<file path="src/rtl/core/dac_pkg.sv">
// Shared types, constants and calendar helpers of the date alarm countdown.
`default_nettype none

package dac_pkg;

  localparam int unsigned CntW    = 34;  // signed working count
  localparam int unsigned RemW    = 33;  // signed remaining_seconds field
  localparam int unsigned NowW    = 32;
  localparam int unsigned YearW   = 12;
  localparam int unsigned MonthW  = 4;
  localparam int unsigned DayW    = 5;
  localparam int unsigned HourW   = 5;
  localparam int unsigned MinW    = 6;
  localparam int unsigned SecW    = 6;
  localparam int unsigned ZoneW   = 5;
  localparam int unsigned CfgIdxW = 3;
  localparam int unsigned CfgDatW = 12;
  localparam int unsigned OutDatW = 40;

  localparam logic [YearW-1:0]  YearMin  = 12'd1970;
  localparam logic [YearW-1:0]  YearMax  = 12'd2099;
  localparam logic [MonthW-1:0] MonthMin = 4'd1;
  localparam logic [MonthW-1:0] MonthMax = 4'd12;
  localparam logic [MonthW-1:0] MonthFeb = 4'd2;

  localparam logic [CntW-1:0] SecPerDay      = 34'd86400;
  localparam logic [CntW-1:0] SecPerYear     = 34'd31536000;
  localparam logic [CntW-1:0] SecPerLeapYear = 34'd31622400;

  // Item kind carried in tuser.
  localparam logic FuncArm  = 1'b0;
  localparam logic FuncTick = 1'b1;

  // Configuration register indexes.
  localparam logic [CfgIdxW-1:0] RegYear   = 3'd0;
  localparam logic [CfgIdxW-1:0] RegMonth  = 3'd1;
  localparam logic [CfgIdxW-1:0] RegDay    = 3'd2;
  localparam logic [CfgIdxW-1:0] RegHour   = 3'd3;
  localparam logic [CfgIdxW-1:0] RegMinute = 3'd4;
  localparam logic [CfgIdxW-1:0] RegSecond = 3'd5;
  localparam logic [CfgIdxW-1:0] RegZone   = 3'd6;

  typedef struct packed {
    logic [YearW-1:0]        year;
    logic [MonthW-1:0]       month;
    logic [DayW-1:0]         day;
    logic [HourW-1:0]        hour;
    logic [MinW-1:0]         minute;
    logic [SecW-1:0]         second;
    logic signed [ZoneW-1:0] zone;
  } cfg_t;

  typedef struct packed {
    logic            fired;
    logic            arm_error;
    logic [RemW-1:0] remaining;
  } res_t;

  // Leap test for years of the clamped range 1970..2099 only. Inside that
  // range the century exceptions never change the answer (2000 is a leap
  // year by the 400 rule), so divisibility by four decides it.
  function automatic logic is_leap(input logic [YearW-1:0] y);
    return (y[1:0] == 2'b00);
  endfunction

  // Seconds in a common-year month, 1 is January.
  function automatic logic [CntW-1:0] month_secs(input logic [MonthW-1:0] m);
    logic [CntW-1:0] s;
    case (m)
      4'd1, 4'd3, 4'd5, 4'd7, 4'd8, 4'd10, 4'd12: s = 34'd2678400;
      4'd4, 4'd6, 4'd9, 4'd11:                    s = 34'd2592000;
      4'd2:                                       s = 34'd2419200;
      default:                                    s = '0;
    endcase
    return s;
  endfunction

endpackage

`default_nettype wire

</file>
<file path="src/rtl/core/dac_core.sv">
// Sequencer and shared adder that convert the target date and run the count.
`default_nettype none

module dac_core (
  input  wire logic                      clk_i,
  input  wire logic                      rst_ni,
  input  wire logic                      start_i,
  input  wire logic                      func_i,
  input  wire logic [dac_pkg::NowW-1:0]  now_i,
  input  wire dac_pkg::cfg_t             cfg_i,
  output logic                           ready_o,
  output logic                           res_valid_o,
  input  wire logic                      res_ready_i,
  output dac_pkg::res_t                  res_o
);

  localparam logic [3:0] StIdle   = 4'd0;
  localparam logic [3:0] StYear   = 4'd1;
  localparam logic [3:0] StMonth  = 4'd2;
  localparam logic [3:0] StLeap   = 4'd3;
  localparam logic [3:0] StDay    = 4'd4;
  localparam logic [3:0] StHour   = 4'd5;
  localparam logic [3:0] StMinSec = 4'd6;
  localparam logic [3:0] StNow    = 4'd7;
  localparam logic [3:0] StTick   = 4'd8;
  localparam logic [3:0] StFin    = 4'd9;

  logic [3:0]                        state_q, state_d;
  logic signed [dac_pkg::CntW-1:0]   count_q, count_d;
  logic                              armed_q, armed_d;
  logic                              func_q, func_d;
  logic                              dec_q, dec_d;
  logic [dac_pkg::NowW-1:0]          now_q, now_d;
  logic [dac_pkg::YearW-1:0]         yr_q, yr_d;
  logic [dac_pkg::MonthW-1:0]        mo_q, mo_d;

  logic [dac_pkg::YearW-1:0]         y_lim;
  logic [dac_pkg::MonthW-1:0]        m_lim;
  logic [dac_pkg::DayW-1:0]          day_m1;
  logic [21:0]                       day_term;
  logic signed [6:0]                 hz;
  logic signed [19:0]                hour_term;
  logic [11:0]                       minsec_term;

  logic [dac_pkg::CntW-1:0]          opnd;
  logic                              sub;
  logic [dac_pkg::CntW-1:0]          sum;
  logic                              cnt_zero;
  logic                              arm_err;

  // Clamped year and month, and the small per-field terms.
  always_comb begin
    y_lim = cfg_i.year;
    if (cfg_i.year < dac_pkg::YearMin) y_lim = dac_pkg::YearMin;
    if (cfg_i.year > dac_pkg::YearMax) y_lim = dac_pkg::YearMax;
    m_lim = cfg_i.month;
    if (cfg_i.month < dac_pkg::MonthMin) m_lim = dac_pkg::MonthMin;
    if (cfg_i.month > dac_pkg::MonthMax) m_lim = dac_pkg::MonthMax;
  end

  assign day_m1      = (cfg_i.day == '0) ? '0 : cfg_i.day - 5'd1;
  assign day_term    = 22'(day_m1) * 22'd86400;
  assign hz          = $signed({2'b00, cfg_i.hour}) - 7'(cfg_i.zone);
  assign hour_term   = 20'(hz) * 20'sd3600;
  assign minsec_term = 12'(cfg_i.minute) * 12'd60 + 12'(cfg_i.second);

  // The shared adder that accumulates the count.
  assign sum = count_q + (sub ? ~opnd : opnd) + dac_pkg::CntW'(sub);

  assign cnt_zero = (count_q == '0);
  assign arm_err  = count_q[dac_pkg::CntW-1] | cnt_zero;

  always_comb begin
    state_d = state_q;
    count_d = count_q;
    armed_d = armed_q;
    func_d  = func_q;
    dec_d   = dec_q;
    now_d   = now_q;
    yr_d    = yr_q;
    mo_d    = mo_q;
    opnd    = '0;
    sub     = 1'b0;
    case (state_q)
      StIdle: begin
        if (start_i) begin
          func_d = func_i;
          now_d  = now_i;
          dec_d  = 1'b0;
          if (func_i == dac_pkg::FuncArm) begin
            count_d = '0;
            yr_d    = dac_pkg::YearMin;
            mo_d    = dac_pkg::MonthMin;
            state_d = StYear;
          end else if (armed_q) begin
            state_d = StTick;
          end else begin
            state_d = StFin;
          end
        end
      end
      StYear: begin
        if (yr_q == y_lim) begin
          state_d = StMonth;
        end else begin
          opnd    = dac_pkg::is_leap(yr_q) ? dac_pkg::SecPerLeapYear : dac_pkg::SecPerYear;
          count_d = sum;
          yr_d    = yr_q + 12'd1;
        end
      end
      StMonth: begin
        if (mo_q == m_lim) begin
          state_d = StLeap;
        end else begin
          opnd    = dac_pkg::month_secs(mo_q);
          count_d = sum;
          mo_d    = mo_q + 4'd1;
        end
      end
      StLeap: begin
        opnd    = ((m_lim > dac_pkg::MonthFeb) && dac_pkg::is_leap(y_lim)) ?
                  dac_pkg::SecPerDay : '0;
        count_d = sum;
        state_d = StDay;
      end
      StDay: begin
        opnd    = dac_pkg::CntW'(day_term);
        count_d = sum;
        state_d = StHour;
      end
      StHour: begin
        opnd    = dac_pkg::CntW'(hour_term);
        count_d = sum;
        state_d = StMinSec;
      end
      StMinSec: begin
        opnd    = dac_pkg::CntW'(minsec_term);
        count_d = sum;
        state_d = StNow;
      end
      StNow: begin
        opnd    = {2'b00, now_q};
        sub     = 1'b1;
        count_d = sum;
        state_d = StFin;
      end
      StTick: begin
        opnd    = dac_pkg::CntW'(1);
        sub     = 1'b1;
        count_d = sum;
        dec_d   = 1'b1;
        state_d = StFin;
      end
      StFin: begin
        if (res_ready_i) begin
          state_d = StIdle;
          if (func_q == dac_pkg::FuncArm) begin
            armed_d = ~arm_err;
          end else if (dec_q) begin
            armed_d = ~cnt_zero;
          end
        end
      end
      default: begin
        state_d = StIdle;
      end
    endcase
  end

  always_ff @(posedge clk_i or negedge rst_ni) begin
    if (!rst_ni) begin
      state_q <= StIdle;
      count_q <= '0;
      armed_q <= 1'b0;
      func_q  <= dac_pkg::FuncArm;
      dec_q   <= 1'b0;
    end else begin
      state_q <= state_d;
      count_q <= count_d;
      armed_q <= armed_d;
      func_q  <= func_d;
      dec_q   <= dec_d;
    end
  end

  always_ff @(posedge clk_i) begin
    now_q <= now_d;
    yr_q  <= yr_d;
    mo_q  <= mo_d;
  end

  assign ready_o     = (state_q == StIdle);
  assign res_valid_o = (state_q == StFin);

  // Result fields; the count can only fall below -2^32 on an arm error.
  always_comb begin
    res_o.fired     = (func_q == dac_pkg::FuncTick) & dec_q & cnt_zero;
    res_o.arm_error = (func_q == dac_pkg::FuncArm) & arm_err;
    case (count_q[dac_pkg::CntW-1 -: 2])
      2'b10:   res_o.remaining = {1'b1, {(dac_pkg::RemW-1){1'b0}}};
      2'b01:   res_o.remaining = {1'b0, {(dac_pkg::RemW-1){1'b1}}};
      default: res_o.remaining = count_q[dac_pkg::RemW-1:0];
    endcase
  end

endmodule

`default_nettype wire

</file>
<file path="src/rtl/core/date_alarm_countdown.sv">
// Top level of the date alarm countdown: configuration, stream ports, result register.
`default_nettype none

// A one-second countdown alarm aimed at a calendar date and time. Seven
// configuration registers hold the target year, month, day, local hour,
// minute, second and the zone offset in hours ahead of UTC; the year is
// clamped to 1970..2099 and the month to 1..12. An arm beat (tuser 0)
// carries the current Unix time in tdata; the block converts the target to
// Unix seconds and loads the difference as the remaining count. A count that
// is not positive raises arm_error and leaves the alarm disarmed. A tick
// beat (tuser 1) decrements the count while armed, and the beat that brings
// it to zero reports fired and disarms. Every input beat yields exactly one
// result beat. The count arithmetic runs through one shared 34-bit adder under a
// small sequencer that adds one year per cycle, then one month per cycle,
// then the leap day, day, hour and minute/second terms, then subtracts the
// current time. The input is not ready while an arm or a tick is worked and
// until its result is handed over. A finished result waits in an output
// register, so the next beat is taken while the previous result is still
// being held off by the downstream side. Configuration writes are accepted
// in every cycle and must only be made while no beat is in flight.

module date_alarm_countdown (
  input  wire logic                           clk_i,
  input  wire logic                           rst_ni,
  // Configuration write channel.
  input  wire logic                           cfg_valid_i,
  output logic                                cfg_ready_o,
  input  wire logic [dac_pkg::CfgIdxW-1:0]    cfg_index_i,
  input  wire logic [dac_pkg::CfgDatW-1:0]    cfg_data_i,
  // Input stream.
  input  wire logic                           s_axis_tvalid,
  output logic                                s_axis_tready,
  input  wire logic [dac_pkg::NowW-1:0]       s_axis_tdata,  // [31:0] now_seconds
  input  wire logic [0:0]                     s_axis_tuser,  // [0] func
  // Result stream.
  output logic                                m_axis_tvalid,
  input  wire logic                           m_axis_tready,
  output logic [dac_pkg::OutDatW-1:0]         m_axis_tdata   // [0] fired, [1] arm_error,
                                                             // [34:2] remaining_seconds
);

  dac_pkg::cfg_t  cfg_q;
  dac_pkg::res_t  res;
  dac_pkg::res_t  out_q;
  logic           out_valid_q;
  logic           core_ready;
  logic           res_valid;
  logic           res_ready;
  logic           in_fire;

  // Configuration registers. Writes to indexes past the list are dropped.
  assign cfg_ready_o = 1'b1;

  always_ff @(posedge clk_i or negedge rst_ni) begin
    if (!rst_ni) begin
      cfg_q.year   <= dac_pkg::YearMin;
      cfg_q.month  <= dac_pkg::MonthMin;
      cfg_q.day    <= 5'd1;
      cfg_q.hour   <= '0;
      cfg_q.minute <= '0;
      cfg_q.second <= '0;
      cfg_q.zone   <= 5'sd8;
    end else if (cfg_valid_i && cfg_ready_o) begin
      case (cfg_index_i)
        dac_pkg::RegYear:   cfg_q.year   <= cfg_data_i;
        dac_pkg::RegMonth:  cfg_q.month  <= cfg_data_i[dac_pkg::MonthW-1:0];
        dac_pkg::RegDay:    cfg_q.day    <= cfg_data_i[dac_pkg::DayW-1:0];
        dac_pkg::RegHour:   cfg_q.hour   <= cfg_data_i[dac_pkg::HourW-1:0];
        dac_pkg::RegMinute: cfg_q.minute <= cfg_data_i[dac_pkg::MinW-1:0];
        dac_pkg::RegSecond: cfg_q.second <= cfg_data_i[dac_pkg::SecW-1:0];
        dac_pkg::RegZone:   cfg_q.zone   <= $signed(cfg_data_i[dac_pkg::ZoneW-1:0]);
        default: begin
        end
      endcase
    end
  end

  assign s_axis_tready = core_ready;
  assign in_fire       = s_axis_tvalid & s_axis_tready;

  // The core hands its result over once the output register is free or
  // is being emptied in this cycle.
  assign res_ready = ~out_valid_q | m_axis_tready;

  dac_core u_core (
    .clk_i       (clk_i),
    .rst_ni      (rst_ni),
    .start_i     (in_fire),
    .func_i      (s_axis_tuser[0]),
    .now_i       (s_axis_tdata),
    .cfg_i       (cfg_q),
    .ready_o     (core_ready),
    .res_valid_o (res_valid),
    .res_ready_i (res_ready),
    .res_o       (res)
  );

  always_ff @(posedge clk_i or negedge rst_ni) begin
    if (!rst_ni) begin
      out_valid_q <= 1'b0;
    end else if (res_valid && res_ready) begin
      out_valid_q <= 1'b1;
    end else if (m_axis_tready) begin
      out_valid_q <= 1'b0;
    end
  end

  always_ff @(posedge clk_i) begin
    if (res_valid && res_ready) begin
      out_q <= res;
    end
  end

  assign m_axis_tvalid = out_valid_q;
  assign m_axis_tdata  = {5'b00000, out_q.remaining, out_q.arm_error, out_q.fired};

  // A new beat is only taken when the core has no result left to hand over.
  assert property (@(posedge clk_i) disable iff (!rst_ni)
    in_fire |-> !res_valid)
    else $error("input beat accepted while a result is pending in the core");

  // A firing tick always leaves a zero count behind.
  assert property (@(posedge clk_i) disable iff (!rst_ni)
    (res_valid && res.fired) |-> (res.remaining == '0))
    else $error("fired reported with a nonzero remaining count");

  // An arm error means the stored difference is zero or negative.
  assert property (@(posedge clk_i) disable iff (!rst_ni)
    (res_valid && res.arm_error) |->
      (res.remaining[dac_pkg::RemW-1] || (res.remaining == '0)))
    else $error("arm error reported with a positive remaining count");

  // The output register is loaded only by a core handover.
  assert property (@(posedge clk_i) disable iff (!rst_ni)
    $rose(out_valid_q) |-> $past(res_valid))
    else $error("result register loaded without a core result");

endmodule

`default_nettype wire

</file>
<file path="config.mk">
export PLATFORM = sky130hd
export DESIGN_NAME = date_alarm_countdown
export DESIGN_NICKNAME = d
export VERILOG_FILES = /design/src/rtl/core/dac_pkg.sv /design/src/rtl/core/dac_core.sv /design/src/rtl/core/date_alarm_countdown.sv
export SDC_FILE = /design/constraint.sdc
export NUM_CORES = 1
export LEC_CHECK = 0
export BUFFER_PORTS_ARGS = -buffer_cell sky130_fd_sc_hd__buf_2
export CAP_MARGIN = 30
export CORE_MARGIN = 4
export CORE_UTILIZATION = 53
export CTS_CLUSTER_DIAMETER = 50
export CTS_CLUSTER_SIZE = 40
export DETAILED_ROUTE_END_ITERATION = 7
export GPL_ROUTABILITY_DRIVEN = 0
export PLACE_DENSITY = 0.77
export SLEW_MARGIN = 20
export SYNTH_ARGS = -nofsm -noshare
export SYNTH_HDL_FRONTEND = slang
export SYNTH_SLANG_ARGS = --single-unit
export TNS_END_PERCENT = 30
</file>
<file path="constraint.sdc">
create_clock -name clk_i -period 9.9 [get_ports clk_i]
set_input_delay 0.99 -clock clk_i [delete_from_list [all_inputs] [get_ports clk_i]]
set_output_delay 0.99 -clock clk_i [all_outputs]
set_load 0.01 [all_outputs]
</file>
* Yosys cells after proc, flatten, opt, wreduce, memory -nomap -nowiden
Memories as Yosys holds them, arrays and structs flattened. A register that Yosys moved wholly into a read port is not among the register bits.
Index checks and enable logic that the tools add are counted.
** Word-level totals
- Memory bits (read-only) :: 224
- Logic and storage cells :: 142
- Flip-flop bits (word level) :: 168
- Input port bits :: 53
- Memories :: 1
** Memory list
- (name not given) :: depth 16, width 14, rd ports 1, clocked after memory_dff 1, wr ports 0, line dac_pkg.sv:69 : case (m)
** Cells by class
- $mul :: 3
- Multiplexer cells :: 40
- Bitwise gates (word level) :: 11
- Equality and inequality tests :: 27
- $lt $le $gt $ge :: 5
- Reductions and logical operators :: 29
- Add/sub/neg operators :: 7
** Operators by type and width (count)
- case mux 34 bit (8 select lines) :: 1
- 2-to-1 mux 34 bit :: 7
- case mux 34 bit (4 select lines) :: 1
- case mux 33 bit (2 select lines) :: 1
- 2-to-1 mux 12 bit :: 5
- 2-to-1 mux 4 bit :: 11
- case mux 4 bit (9 select lines) :: 1
- adder 34 x 1 -> 34 bit :: 1
- adder 34 bit :: 1
- zero test 34 bit :: 1
- NOT 34 bit :: 1
- case mux 12 bit (2 select lines) :: 1
- 2-to-1 mux 18 bit :: 1
- AND reduction 2 bit :: 9
- 2-to-1 mux 17 bit :: 1
- equality test 4 x 3 -> 1 bit (second input constant) :: 4
- multiplier 7 x 9 -> 16 bit (second input constant) :: 1
- multiplier 5 x 10 -> 15 bit (second input constant) :: 1
- adder 12 x 1 -> 12 bit (second input constant) :: 1
- adder 12 x 6 -> 12 bit :: 1
- equality test 12 bit :: 1
- greater-than comparator 12 bit (second input constant) :: 1
- < comparator 12 x 11 -> 1 bit (second input constant) :: 1
- AND reduction 4 bit :: 3
- other kinds (36) :: 65

* Depth between registers and ports, before layout
- Depth after elaboration :: 13
- Gate-level depth with buffers :: 35
- Depth with buffers taken out :: 35

* Hierarchy
A second synthesis with hierarchy kept.
** Unflattened totals
- Cells, all modules :: 1236
- Area total of the unflattened synthesis :: 12288.0 sq um
** By module, submodules not included
- dac_core :: area an instance 9451.6 sq um, cells an instance 1093, times used 1
- date_alarm_countdown :: area an instance 2836.5 sq um, cells an instance 143, times used 1

* Least setup slack after synthesis
Ideal clock, no wire load.
- Path type :: flip-flop to flip-flop
- From :: register cfg_q[17] (netlist bit)
- To :: register u_core.count_q[33] (netlist bit)
- Arrival :: 7627 ps
- Setup time :: 83 ps
- Path slack :: 2190 ps
- Cell stages (with the launch flop) :: 32
- Buffers on the path :: 0
- Clock period less this slack :: 7710 ps
- Cell sequence :: dfrtp_1 inv_1 ha_1 inv_1 fa_1 a211oi_1 o21bai_1 xnor2_1 inv_1 fa_1 fa_1 inv_1 fa_1 ha_1 ha_1 inv_1 nor2_1 o21ai_0 a21oi_1 mux2i_1 a21boi_1 a21oi_1 ha_1 a2111oi_0 o21ai_0 a221o_1 or3_1 a211o_1 nand2_1 xnor2_1 or4_1 o21ai_0
** Between the ends
- Word-level cells in the longest chain between the ends :: 9
- Elaborated cells between the ends (all ways) :: 10
- Those cells by class :: add/sub (3); mul (1); mux (5); bitwise (1)
** RTL lines
- from (decl) :: line date_alarm_countdown.sv:42 : dac_pkg::cfg_t cfg_q;
- subtractor 6 x 5 -> 7 bit * :: line dac_core.sv:63 : assign hz = $signed({2'b00, cfg_i.hour}) - 7'(cfg_i.zone);
- multiplier 7 x 9 -> 16 bit * :: line dac_core.sv:64 : assign hour_term = 20'(hz) * 20'sd3600;
- case mux 34 bit (8 select lines) * :: line dac_core.sv:84 : case (state_q)
- NOT 34 bit :: line dac_core.sv:68 : assign sum = count_q + (sub ? ~opnd : opnd) + dac_pkg::CntW'(sub);
- 2-to-1 mux 34 bit * :: line dac_core.sv:68
- adder 34 bit * :: line dac_core.sv:68
- adder 34 x 1 -> 34 bit * :: line dac_core.sv:68
- 2-to-1 mux 34 bit (on tied branches) :: line dac_core.sv:112, dac_core.sv:103
- case mux 34 bit (4 select lines) * :: line dac_core.sv:84
- to (signal assigned) :: line dac_core.sv:179 : count_q <= count_d;
- to (decl) :: line dac_core.sv:29 : logic signed [dac_pkg::CntW-1:0] count_q, count_d;
Every way passes the cells marked *; elsewhere a longest branch is shown, timed or not. The select of a mux whose other input is x is not followed.
A chain may end at the register's enable or synchronous reset.

* Final worst setup path
Same ends and word-level chain as after synthesis.

==> summary.txt <==
Placement
  • I/O Buffers: 89
  • Post-DP HPWL: 22760 um

Timing
  • Slew at the pin closest to its max-slew limit: 0.8281 ns
  • Worst slew margin: 44.67%
  • Setup TNS: 0 ns
  • Final Hold Viols: 0
  • Tmin final: 8.120 ns
  • Clock Skew: roughly 0.012 ns
  • Final Max Tran Viols: 0
  • Max Freq: between 0.1 and 0.15 GHz
  • Final setup violation count: 0
  • RSZ-0062 raised after global routing: no
  • Final worst path period share: around 82%

Global routing
  • Antenna violations before repair: 0
  • Number of global-route vias before repair: 9593
  • GRT Total Usage: 23.44%
  • Largest net degree at the start of global routing: between 40 and 50
  • Total grt overflow: 0
  • First-pass GRT wire length: 48920 um

Yosys
  • Largest area contributor in the netlist: edfxtp_1
  • Sequential share of the synthesized area: between 30 and 40%
  • Number of enable flip-flop cells after synthesis: 83
  • XOR/XNOR share of the synthesized area: 6.577%
  • Main combinational cell family by area after synthesis: compound AO/OA/AOI/OAI gates
  • Top cells by area, synth: edfxtp_1, dfrtp_1, ha_1, o21ai_0, fa_1
  • Synth Area in Simple Gates: approximately an eighth
  • Synthesized netlist cell count: 1270
  • Seq cells post-synth: 175
  • Compound-cell area share of the yosys netlist: approximately 17%
  • Mux cell area share after synthesis: 3.857%
  • FFs w/ async S/R, synth: 48.57%
  • Synth cell count leaders: ha_1, o21ai_0, inv_1, nand2_1, edfxtp_1
  • Predominant post-synthesis flop cell: edfxtp_1
  • Cell Area, Synth: 0.01233 mm2
  • Synth Area in Adders: 15.47%
  • Avg Cell Area, Syn: 9.706 um2
  • Synth top area share: 20.22%
  • Warnings, synthesis: 0
  • Yosys cell types: 73

Clock network
  • H-tree levels: 4
  • CTS max path bufs: 2
  • Root buffer cell: clkbuf_16
  • Post-CTS Setup Repair Bufs: 0
  • Num CTS Buffers: 17
  • CTS tree: done
  • Post-cts sizing count: 0
  • CTS clk-pin slew, worst paths: about 0.07 ns
  • Worst-Skew Late Latency: between 0.4 and 0.5 ns
  • CTS Hold Bufs: 0
  • Clock sink count: 175

Setup path
  • Worst reg-to-reg path cell count: 32
  • Reg-to-reg critical path startpoint: cfg_q[17]
  • Setup crit start kind: flip-flop
  • Cell mode on critical path: inv_1
  • Crit-path slowest cell: fa_1
  • Crit path DAT: 8.47 ns
  • Critical Path End Type: flip-flop
  • Crit-path max FO: 9
  • Critical path required time: 10.25 ns
  • Critical path class: flip-flop to flip-flop
  • Flop-to-flop setup slack: approximately 1.8 ns
  • R2r endpoint: u_core.count_q[33]
  • Max incr delay on CP: 0.54 ns

Route
  • Avg WL per Cell: 17.72 um
  • DR iter-0 viols: 946
  • DRT Wirelength: 29660 um
  • ANT nets after route: 0
  • Avg Vias per Cell: 5.893
  • Via count: between 9000 and 10000
  • DRC errors left: 0
  • Detailed-router iteration count before antenna repair: 6

Final layout
  • Ant diodes: 0
  • Fill count: ~1900
  • Final net count: approximately 1500
  • Final core occ: about three fifths
  • Share of cells above drive strength 1: ~14%
  • Register area: about 0.0048 mm2
  • Footprint of the multi-input gates: 0.006948 mm2
  • P&R area growth vs syn: 11.06%

Hold path
  • Worst hold path class: input port to async pin

Status
  • Status: completed

Floorplanning
  • Full die area: between 0.02 and 0.03 mm2
  • Die span in y: 160.5 um
  • # IOs: 96
  • Initial Util: 54.12%
  • Width of the die: 160.5 um
  • Site Rows: 55
  • Core area: 0.02278 mm2

Run
  • Max-cap violations: 0
## metal layers
layer  GRT usage, %  wire (um)  vias to the layer above
li1               -          -                     4746
met3          3.823       2135                       41
met5              0          0                        -
met1          31.90      12820                     4709
met4          7.274        723                        0
met2          38.64      13980                      369
## layout by cell type, fill, tap and decap left out, types with 6 or more instances in the layout
cell	netlist	layout
a211oi_1	14	14
a21o_1	22	22
a21oi_1	67	67
a222oi_1	9	9
a22o_1	6	6
a31oi_1	11	11
and3_1	8	8
buf_2	1	90
buf_4	6	14
clkbuf_16	0	17
conb_1	2	6
dfrtp_1	75	75
dfstp_2	10	10
dfxtp_1	7	7
edfxtp_1	83	83
fa_1	24	24
ha_1	114	114
inv_1	108	108
inv_6	0	6
mux2_2	36	36
mux2i_1	7	7
nand2_1	92	92
nand2b_1	18	18
nand3_1	36	36
nand4_1	18	18
nor2_1	72	72
nor2b_1	10	10
nor3_1	23	21
nor4_1	9	9
o211ai_1	11	11
o21a_1	11	11
o21ai_0	114	114
o21ai_1	10	10
o21bai_1	8	8
o22ai_1	14	14
or3_1	7	7
xnor2_1	49	49
xor2_1	41	41
## per-stage QoR
stage / setup slack (ns) / instances / hold slack, ns / area, um2
2_1_floorplan: 2.190 / 1274 / 0.4497 / 12340
3_3_place_gp: 2.044 / 1637 / 0.4870 / 13050
3_5_place_dp: 1.840 / 1638 / 0.4895 / 13070
4_1_cts: 1.824 / 1670 / 0.3320 / 13670
5_1_grt: 1.185 / 1674 / 0.3261 / 13690
6_report: 1.780 / 1674 / 0.3492 / 13690
## cell type report
type	count	area share [%]
multi-input cells	941	50.75
flip-flops and latches	175	34.86
well taps	313	2.861
repair buffers	105	4.204
clock inverters	14	1.234
inverters	108	2.961
clock buffers	18	3.135
## cells by family after synthesis
kind of cell | count (synthesis)
fa+ha+maj | 138
simple gates | 326
mux | 43
flops | 175
xor+xnor | 91
other cells | 2
buf+inv | 158
compound gates | 337
## worst max path at each step
stage / from / end / slack [ns] / cells past startpoint
6_report: cfg_q[17] / u_core.count_q[33] / 1.78 / 32
3_5_place_dp: cfg_q[17] / u_core.count_q[33] / 1.84 / 32
4_1_cts: cfg_q[17] / u_core.count_q[33] / 1.82 / 32
5_1_grt: cfg_q[17] / u_core.count_q[33] / 1.19 / 32
2_1_floorplan: cfg_q[17] / u_core.count_q[33] / 2.19 / 31
3_3_place_gp: cfg_q[17] / u_core.count_q[33] / 2.04 / 32
## registers in the layout, summed over array words and instances, names as in the netlist, named ones only
name and flops:
u_core.dec_q 1, m_axis_tdata 35, u_core.func_q 1, u_core.state_q 4, u_core.now_q 32, cfg_q 43
u_core.count_q 34, m_axis_tvalid 1, u_core.armed_q 1, u_core.yr_q 12, u_core.mo_q 4
## critical path: cells and delay by family, from the launching register on
family                     cells  cell delay, ns
DFF                            1            0.38
AOI/OAI and AO/OA             11            2.71
adders and majority gates      8            3.07
muxes                          1            0.20
buffers and inverters          6            0.56
xor gates and xnor gates       2            0.21
and+or+nand+nor                4            0.91
Power is left out: the tool's default activity adds up to more than one toggle a clock period on the data nets, which glitch-free logic cannot reach.
